==> src/rtl/msrf_pkg.sv <==
// Shared constants, codes and handshake structs for the masked span row fill block.
// Used by the controller, the datapath and the top level.
package msrf_pkg;

    localparam int FULL_ROW_CELLS = 10;
    localparam int MAX_RESULTS    = 20;
    localparam int SOLID_RAW      = 2 * FULL_ROW_CELLS;
    localparam int SOLID_COUNT    = (SOLID_RAW < MAX_RESULTS) ? SOLID_RAW : MAX_RESULTS;

    // result counter and result count widths
    localparam int IDX_W = $clog2(MAX_RESULTS);
    localparam int CNT_W = $clog2(MAX_RESULTS + 1);

    localparam int TAB_DEPTH = 16;
    localparam int TAB_W     = $clog2(TAB_DEPTH);

    localparam logic [7:0]  WIDTH_LIMIT  = 8'd160;
    localparam logic [15:0] COL_MASK     = 16'hfff8;
    localparam logic [31:0] STATUS_MULTI = 32'h0000ffff;

    localparam logic ACT_DRAW   = 1'b0;
    localparam logic ACT_LOAD   = 1'b1;
    localparam logic SIDE_LEFT  = 1'b0;
    localparam logic SIDE_RIGHT = 1'b1;

    // configuration register indexes
    localparam logic [1:0] REG_OBJECT_WIDTH = 2'd0;
    localparam logic [1:0] REG_FILL_LOW     = 2'd1;
    localparam logic [1:0] REG_FILL_HIGH    = 2'd2;

    typedef struct packed {
        logic             accept;
        logic             emit;
        logic [IDX_W-1:0] idx;
        logic             last;
    } msrf_cmd_t;

    typedef struct packed {
        logic [CNT_W-1:0] total;
    } msrf_status_t;

endpackage

==> src/rtl/masked_span_row_fill.sv <==
// Masked span row fill: top level joining the row sequencer and the datapath.
// Depends on msrf_pkg, msrf_ctrl and msrf_datapath.
//
// Each draw item produces between one and twenty 64-bit cell writes for one scanline:
// a solid row, a single no-write result for a row off the edge, or a masked edge cell
// followed by solid interior cells. A draw item is accepted from idle and its results
// then pass in order through the single output register, which holds a result while
// the sink stalls; the next item is taken once the last result has entered the output
// register. A mask table load produces no result. The two 16-entry keep mask tables
// come up undefined and must be loaded before a row reads them. The user must write
// configuration only while the block is idle; the block itself does not enforce this.
module masked_span_row_fill
    import msrf_pkg::*;
(
    input  logic        clk,
    input  logic        rst_n,
    input  logic        cfg_write,
    input  logic [1:0]  cfg_index,
    input  logic [31:0] cfg_data,
    input  logic        in_valid,
    output logic        in_stall,
    input  logic        action,
    input  logic        anchor_side,
    input  logic [31:0] row_address,
    input  logic [15:0] x_pos,
    input  logic [3:0]  mask_entry,
    input  logic [31:0] mask_word,
    output logic        out_valid,
    input  logic        out_stall,
    output logic        write_valid,
    output logic [31:0] write_address,
    output logic [63:0] write_data,
    output logic [31:0] keep_mask,
    output logic [31:0] row_status,
    output logic        last
);

    msrf_cmd_t    cmd;
    msrf_status_t status;

    msrf_ctrl u_ctrl (
        .clk       (clk),
        .rst_n     (rst_n),
        .in_valid  (in_valid),
        .action    (action),
        .in_stall  (in_stall),
        .out_stall (out_stall),
        .out_valid (out_valid),
        .cmd       (cmd),
        .status    (status)
    );

    msrf_datapath u_dp (
        .clk           (clk),
        .rst_n         (rst_n),
        .cfg_write     (cfg_write),
        .cfg_index     (cfg_index),
        .cfg_data      (cfg_data),
        .action        (action),
        .anchor_side   (anchor_side),
        .row_address   (row_address),
        .x_pos         (x_pos),
        .mask_entry    (mask_entry),
        .mask_word     (mask_word),
        .cmd           (cmd),
        .status        (status),
        .write_valid   (write_valid),
        .write_address (write_address),
        .write_data    (write_data),
        .keep_mask     (keep_mask),
        .row_status    (row_status),
        .last          (last)
    );

endmodule

==> src/rtl/msrf_ctrl.sv <==
// Row sequencer for the masked span row fill block: accepts items and steps the result index.
// Depends on msrf_pkg for the command and status structs.
module msrf_ctrl
    import msrf_pkg::*;
(
    input  logic         clk,
    input  logic         rst_n,
    input  logic         in_valid,
    input  logic         action,
    output logic         in_stall,
    input  logic         out_stall,
    output logic         out_valid,
    output msrf_cmd_t    cmd,
    input  msrf_status_t status
);

    typedef enum logic {
        ST_IDLE,
        ST_EMIT
    } state_t;

    state_t           state_reg, state_next;
    logic [IDX_W-1:0] idx_reg, idx_next;
    logic             out_valid_reg, out_valid_next;
    logic             accept;
    logic             emit;
    logic             last;

    always_comb
    begin
        accept = in_valid && (state_reg == ST_IDLE);
        emit   = (state_reg == ST_EMIT) && (!out_valid_reg || !out_stall);
        last   = (CNT_W'(idx_reg) == (status.total - CNT_W'(1)));

        state_next = state_reg;
        idx_next   = idx_reg;
        case (state_reg)
            ST_IDLE:
            begin
                if (accept && (action == ACT_DRAW))
                begin
                    state_next = ST_EMIT;
                    idx_next   = '0;
                end
            end
            ST_EMIT:
            begin
                if (emit)
                begin
                    if (last)
                        state_next = ST_IDLE;
                    else
                        idx_next = idx_reg + IDX_W'(1);
                end
            end
            default:
            begin
                state_next = ST_IDLE;
            end
        endcase

        // hold a result the sink has not taken yet
        if (emit)
            out_valid_next = 1'b1;
        else if (!out_stall)
            out_valid_next = 1'b0;
        else
            out_valid_next = out_valid_reg;
    end

    always_ff @(posedge clk or negedge rst_n)
    begin
        if (!rst_n)
        begin
            state_reg     <= ST_IDLE;
            idx_reg       <= '0;
            out_valid_reg <= 1'b0;
        end
        else
        begin
            state_reg     <= state_next;
            idx_reg       <= idx_next;
            out_valid_reg <= out_valid_next;
        end
    end

    assign in_stall   = (state_reg != ST_IDLE);
    assign out_valid  = out_valid_reg;
    assign cmd.accept = accept;
    assign cmd.emit   = emit;
    assign cmd.idx    = idx_reg;
    assign cmd.last   = last;

endmodule

==> src/rtl/msrf_datapath.sv <==
// Datapath of the masked span row fill block: config registers, keep mask tables,
// row classification and the output register. Depends on msrf_pkg.
module msrf_datapath
    import msrf_pkg::*;
(
    input  logic         clk,
    input  logic         rst_n,
    input  logic         cfg_write,
    input  logic [1:0]   cfg_index,
    input  logic [31:0]  cfg_data,
    input  logic         action,
    input  logic         anchor_side,
    input  logic [31:0]  row_address,
    input  logic [15:0]  x_pos,
    input  logic [3:0]   mask_entry,
    input  logic [31:0]  mask_word,
    input  msrf_cmd_t    cmd,
    output msrf_status_t status,
    output logic         write_valid,
    output logic [31:0]  write_address,
    output logic [63:0]  write_data,
    output logic [31:0]  keep_mask,
    output logic [31:0]  row_status,
    output logic         last
);

    typedef enum logic [1:0] {
        MODE_EMPTY,
        MODE_SOLID,
        MODE_EDGE
    } mode_t;

    logic [7:0]  width_reg;
    logic [31:0] fill_lo_reg;
    logic [31:0] fill_hi_reg;

    logic [31:0] left_tab  [TAB_DEPTH];
    logic [31:0] right_tab [TAB_DEPTH];

    // per-row state, loaded when a draw item is accepted
    logic             side_reg;
    logic [31:0]      base_reg;
    logic [7:0]       col_reg;
    mode_t            mode_reg;
    logic [CNT_W-1:0] total_reg;
    logic [31:0]      stat_reg;
    logic             stat_mask_reg;
    logic [31:0]      mask_reg;

    // output register
    logic        wv_reg;
    logic [31:0] addr_reg;
    logic [63:0] data_reg;
    logic [31:0] keep_reg;
    logic [31:0] rstat_reg;
    logic        last_reg;

    // classification of the incoming row
    logic [7:0]       w;
    logic [15:0]      half;
    logic [15:0]      col;
    logic [15:0]      diff;
    logic [8:0]       right_span;
    mode_t            mode_in;
    logic [CNT_W-1:0] total_in;
    logic [31:0]      stat_in;
    logic             stat_mask_in;

    always_comb
    begin
        w          = (width_reg > WIDTH_LIMIT) ? WIDTH_LIMIT : width_reg;
        half       = {x_pos[15], x_pos[15:1]};
        col        = half & COL_MASK;
        diff       = col - {8'd0, w};
        right_span = {1'b0, w} - {1'b0, col[7:0]} + 9'd7;

        mode_in      = MODE_EDGE;
        total_in     = CNT_W'(1);
        stat_in      = 32'd0;
        stat_mask_in = 1'b0;
        if (anchor_side == SIDE_LEFT)
        begin
            if (col[15])
            begin
                mode_in = MODE_EMPTY;
                stat_in = {16'd0, col};
            end
            else if (!diff[15])
            begin
                mode_in  = MODE_SOLID;
                total_in = CNT_W'(SOLID_COUNT);
                stat_in  = {16'd0, diff};
            end
            else
            begin
                // edge cell plus one interior cell per eight bytes left of it
                total_in     = CNT_W'(col[7:3]) + CNT_W'(1);
                stat_in      = STATUS_MULTI;
                stat_mask_in = (col[7:3] == 5'd0);
            end
        end
        else
        begin
            if (col[15])
            begin
                mode_in  = MODE_SOLID;
                total_in = CNT_W'(SOLID_COUNT);
            end
            else if (!diff[15])
            begin
                mode_in = MODE_EMPTY;
            end
            else
            begin
                // cells from the edge up to the object width, rounded up
                total_in = CNT_W'(right_span[7:3]);
            end
        end
    end

    always_ff @(posedge clk or negedge rst_n)
    begin
        if (!rst_n)
        begin
            width_reg   <= WIDTH_LIMIT;
            fill_lo_reg <= 32'd0;
            fill_hi_reg <= 32'd0;
        end
        else if (cfg_write)
        begin
            case (cfg_index)
                REG_OBJECT_WIDTH: width_reg   <= cfg_data[7:0];
                REG_FILL_LOW:     fill_lo_reg <= cfg_data;
                REG_FILL_HIGH:    fill_hi_reg <= cfg_data;
                default:          ;
            endcase
        end
    end

    always_ff @(posedge clk)
    begin
        if (cmd.accept)
        begin
            if (action == ACT_LOAD)
            begin
                if (anchor_side == SIDE_LEFT)
                    left_tab[mask_entry] <= mask_word;
                else
                    right_tab[mask_entry] <= mask_word;
            end
            else
            begin
                mask_reg <= (anchor_side == SIDE_LEFT) ? left_tab[x_pos[TAB_W-1:0]]
                                                       : right_tab[x_pos[TAB_W-1:0]];
            end
        end
    end

    always_ff @(posedge clk or negedge rst_n)
    begin
        if (!rst_n)
        begin
            mode_reg  <= MODE_EMPTY;
            total_reg <= CNT_W'(1);
        end
        else if (cmd.accept && (action == ACT_DRAW))
        begin
            mode_reg  <= mode_in;
            total_reg <= total_in;
        end
    end

    always_ff @(posedge clk)
    begin
        if (cmd.accept && (action == ACT_DRAW))
        begin
            side_reg      <= anchor_side;
            base_reg      <= row_address;
            col_reg       <= col[7:0];
            stat_reg      <= stat_in;
            stat_mask_reg <= stat_mask_in;
        end
    end

    // result for the current index
    logic [15:0] cell_off;
    logic [15:0] off;
    logic        res_wv;
    logic [31:0] res_keep;
    logic [31:0] res_stat;

    always_comb
    begin
        cell_off = {{(13 - IDX_W){1'b0}}, cmd.idx, 3'b000};
        off      = 16'd0;
        res_wv   = 1'b1;
        res_keep = 32'd0;
        case (mode_reg)
            MODE_EMPTY:
            begin
                res_wv = 1'b0;
            end
            MODE_SOLID:
            begin
                off = cell_off;
            end
            MODE_EDGE:
            begin
                if (cmd.idx == '0)
                begin
                    off      = {8'd0, col_reg};
                    res_keep = mask_reg;
                end
                else if (side_reg == SIDE_LEFT)
                    off = cell_off - 16'd8;
                else
                    off = {8'd0, col_reg} + cell_off;
            end
            default:
            begin
                res_wv = 1'b0;
            end
        endcase

        res_stat = stat_mask_reg ? mask_reg : stat_reg;
    end

    always_ff @(posedge clk)
    begin
        if (cmd.emit)
        begin
            wv_reg    <= res_wv;
            addr_reg  <= res_wv ? (base_reg + {16'd0, off}) : 32'd0;
            data_reg  <= res_wv ? {fill_lo_reg, fill_hi_reg} : 64'd0;
            keep_reg  <= res_keep;
            rstat_reg <= cmd.last ? res_stat : 32'd0;
            last_reg  <= cmd.last;
        end
    end

    assign status.total  = total_reg;
    assign write_valid   = wv_reg;
    assign write_address = addr_reg;
    assign write_data    = data_reg;
    assign keep_mask     = keep_reg;
    assign row_status    = rstat_reg;
    assign last          = last_reg;

endmodule

==> config.mk <==
export PLATFORM = sky130hd
export DESIGN_NAME = masked_span_row_fill
export DESIGN_NICKNAME = d
export VERILOG_FILES = /design/src/rtl/msrf_pkg.sv /design/src/rtl/masked_span_row_fill.sv /design/src/rtl/msrf_ctrl.sv /design/src/rtl/msrf_datapath.sv
export SDC_FILE = /design/constraint.sdc
export NUM_CORES = 1
export LEC_CHECK = 0
export BUFFER_PORTS_ARGS = -buffer_cell sky130_fd_sc_hd__buf_2
export CORE_MARGIN = 2
export CORE_UTILIZATION = 35
export DETAILED_ROUTE_END_ITERATION = 8
export REMOVE_ABC_BUFFERS = 1
export SYNTH_ARGS = -nofsm -noshare
export SYNTH_HDL_FRONTEND = slang
export SYNTH_SLANG_ARGS = --single-unit
export TNS_END_PERCENT = 100
==> constraint.sdc <==
create_clock -name clk -period 11.1 [get_ports clk]
set_input_delay 1.665 -clock clk [delete_from_list [all_inputs] [get_ports clk]]
set_output_delay 1.665 -clock clk [all_outputs]
set_load 0.01 [all_outputs]
==> flow_metrics.tcl <==
set metrics [dict create \
    cts_setup_buffers 0 \
    pre_cts_ws_ns 6.08 \
    max_stage_delay_ns 0.55 \
    vias 26900 \
    status "finished, final reports clean" \
    r2r_slack_ns 6.59 \
    period_needed_ns 4.51 \
    rsz0062_at_grt "false" \
    ant_nets 0 \
    synth_ff_type "edfxtp_1" \
    grt_max_degree 86 \
    drive_gt1_share_pct 31.8 \
    crit_family "compound AO/OA/AOI/OAI gates" \
    path_max_fanout 35 \
    viasPerCell 5.22 \
    num-nets-final 3160 \
    power_per_cell_area_nw_per_um2 197 \
    core-area_um2 152000 \
    grt.met1_usage_pct 24.5 \
    antenna_found_initial 25 \
    cts_buffers 140 \
    routed_wl_um 134000 \
    n_fill_cell 13400 \
    rows 143 \
    r2r-start "u_ctrl.idx_reg[1]" \
    min_from "u_dp.fill_hi_reg[1]" \
    drv_slew 0 \
    cts_tree "done" \
    drt-wirelength-per-cell_um 26.0 \
    syn-cell-area_um2 53600 \
    setup.worst_path.class "reg2reg" \
    worstPathCellList "inv_1 > ha_1 > nand2b_1 > nor3_2 > buf_4 > o21ai_0 > a22oi_1 > nor2_1 > ha_1 > o211ai_1 > o211ai_1 > a31o_2 > o311ai_4 > a21oi_1 > mux2_1" \
    io_buffers 288 \
    io_pins 289 \
    worst_slack_ns 6.59 \
    synth_edf_count 1273 \
    tns_ns 0 \
    worst-slew-pin-transition_ns 1.04 \
    gp_congestion 0.803 \
    dp.cells 4876 \
    stdcell_count 5140 \
    grt_use_met3_pct 3.26 \
    fp.dieH_um 395 \
    cts_buffer_depth 3 \
    path_clk_slew_ns 0.06 \
    relSlewSlack_pct 30.7 \
    worstSetupEndpointType "register" \
    syn_to_final_growth_pct 16.0 \
    crit_arrival_ns 5.02 \
    cp-start-kind "register" \
    whs_ns 0.495 \
    fp.dieW_um 395 \
    yosysUniqueCellTypes 67 \
    min_path_cells 1 \
    fp.dieArea_um2 156000 \
    ir_drop_uv 177 \
    initial_core_util_pct 35.3 \
    grt-busiest-layer "met2" \
    synth-seq-cells 1359 \
    htreeDepth 4 \
    drc_errors 0 \
    post_synth.cell_area_avg_um2 20.5 \
    root_buffer "clkbuf_16" \
    cp_num_buf_inv 2 \
    synthArstFlopShare_pct 6.33 \
    drtIter0Drc 3029 \
    setup_violations 0 \
    hpwl_um 74200 \
    max_freq_ghz 0.222 \
    overflow 0 \
    hp-class "reg2reg" \
    cpMaxStageDelayCell "buf_4" \
    reg2reg_depth 15 \
    hold_viol_final 0 \
    grt_pass1_wl_um 190000 \
    syn-instance-count 2617 \
    period_share_pct 40.7 \
    required_ns 11.60 \
    p_leak_nw 21.0 \
    clock_latency_ns 0.76 \
    max_cap_violations 0 \
    track_usage_pct 16.9 \
    first_pass_iters 5 \
    finalClockSkew_ns 0.0244 \
    cts_sinks 1359 \
    grt_use_met2_pct 26.2 \
    ys.warnings.count 0 \
    grt_pass1_vias 26500 \
    holdPathEnd "u_dp.fill_hi_reg[1]" \
    rr_endpoint "u_dp.write_address[18]" \
    ctsHoldBuffers 0 \
    seq_area_frac_synth_pct 75.4 \
    cts.repair.resized 0 \
]
## layer usage
| metal | wire length [um] | share of wire, % |
|---|---|---|
| met2 | 62100 | 46 |
| met4 | 2560 | 1.9 |
| met1 | 58400 | 44 |
| met3 | 10500 | 7.9 |
| met5 | 59 | 0.044 |
## metrics by stage
step / instance area (um^2) / total power, W / utilization [%]
after global routing: 62100 / 0.0127 / 40.9
final: 62100 / 0.0122 / 40.9
after global placement: 57700 / 0.00779 / 38.0
after floorplan: 52900 / 0.00714 / -
after detailed placement: 57700 / 0.00780 / 38.0
after CTS: 62100 / 0.0124 / 40.9
## report_power, final
group / internal, W / switching (W)
Clock: 0.00258 / 0.00198
Sequential: 0.00604 / 0.000151
Combinational: 0.000557 / 0.000917
Total: 0.00919 / 0.00304
## worst max path at each step
stage / cells after the start / end / startpoint
after floorplan: 3 / u_ctrl.idx_reg[0] / out_stall
after global placement: 11 / u_dp.stat_reg[8] / x_pos[4]
after detailed placement: 11 / u_dp.stat_reg[8] / x_pos[4]
after CTS: 15 / u_dp.write_address[18] / u_ctrl.idx_reg[1]
after global routing: 15 / u_dp.write_address[18] / u_ctrl.idx_reg[1]
final: 15 / u_dp.write_address[18] / u_ctrl.idx_reg[1]
## layout make-up
class | count | area [um^2] | share of cell area, %
antenna | 11 | 27.5 | 0.0443
clock buffer | 180 | 3740 | 6.02
clock inverter | 73 | 671 | 1.08
inverter | 34 | 130 | 0.209
multi-input combinational | 1102 | 12700 | 20.4
sequential | 1359 | 40400 | 65.0
tap | 2030 | 2540 | 4.09
timing repair buffer | 351 | 1950 | 3.15
## synthesized netlist by cell type, types with 8 or more instances
library cell,instances,share of area [%]
nand2_1,145,1.0
nand3_1,16,0.15
dfrtp_1,83,3.9
mux2_2,72,1.5
buf_4,13,0.18
edfxtp_1,1273,71
buf_1,19,0.13
a221oi_1,8,0.13
xnor2_1,14,0.23
nand3b_1,10,0.14
nor3_1,23,0.21
mux2i_1,21,0.39
ha_1,45,1.1
nor2_1,98,0.69
a21o_1,11,0.15
and2_1,20,0.23
a21oi_1,34,0.32
and3_1,42,0.49
xor2_1,24,0.39
mux4_2,320,13
o21ai_0,22,0.21
buf_6,15,0.32
clkbuf_1,70,0.49
inv_1,33,0.23
nand2b_1,12,0.14
nor2b_1,81,0.95
## worst register-to-register path, stage by stage (launching register included)
cell	delay [ns]
dfrtp_1	0.54
inv_1	0.11
ha_1	0.16
nand2b_1	0.12
nor3_2	0.14
buf_4	0.55
o21ai_0	0.20
a22oi_1	0.26
nor2_1	0.09
ha_1	0.38
o211ai_1	0.23
o211ai_1	0.21
a31o_2	0.32
o311ai_4	0.42
a21oi_1	0.19
mux2_1	0.34
## cells in the final DEF (no fill, tap or decap), types with 8 or more instances in the layout
cell and count:
a21o_1 11, a21oi_1 33, a221oi_1 8, and2_1 20, and3_1 42, buf_2 283, buf_4 65, bufinv_16 8
clkbuf_1 36, clkbuf_16 144, clkinv_1 26, clkinv_2 21, dfrtp_1 83, diode_2 11, edfxtp_1 1273, ha_1 44
inv_1 32, mux2_2 72, mux2i_1 21, mux4_2 320, nand2_1 145, nand2b_1 12, nand3_1 16, nand3b_1 10
nor2_1 74, nor2_4 24, nor2b_1 81, nor3_1 14, nor3_2 9, o21ai_0 22, xnor2_1 14, xor2_1 24
## cell families (layout without fill, tap and decap cells)
kind of cell,count (synthesis),count (layout),synth area share (%)
flops,1359,1359,75.4
other cells,0,11,0
xor+xnor,38,38,0.621
fa+ha+maj,47,47,1.13
mux,419,419,15.5
buf+inv,156,638,1.41
compound gates,124,124,1.59
simple gates,474,474,4.39
(Power assumes the default switching activity.)
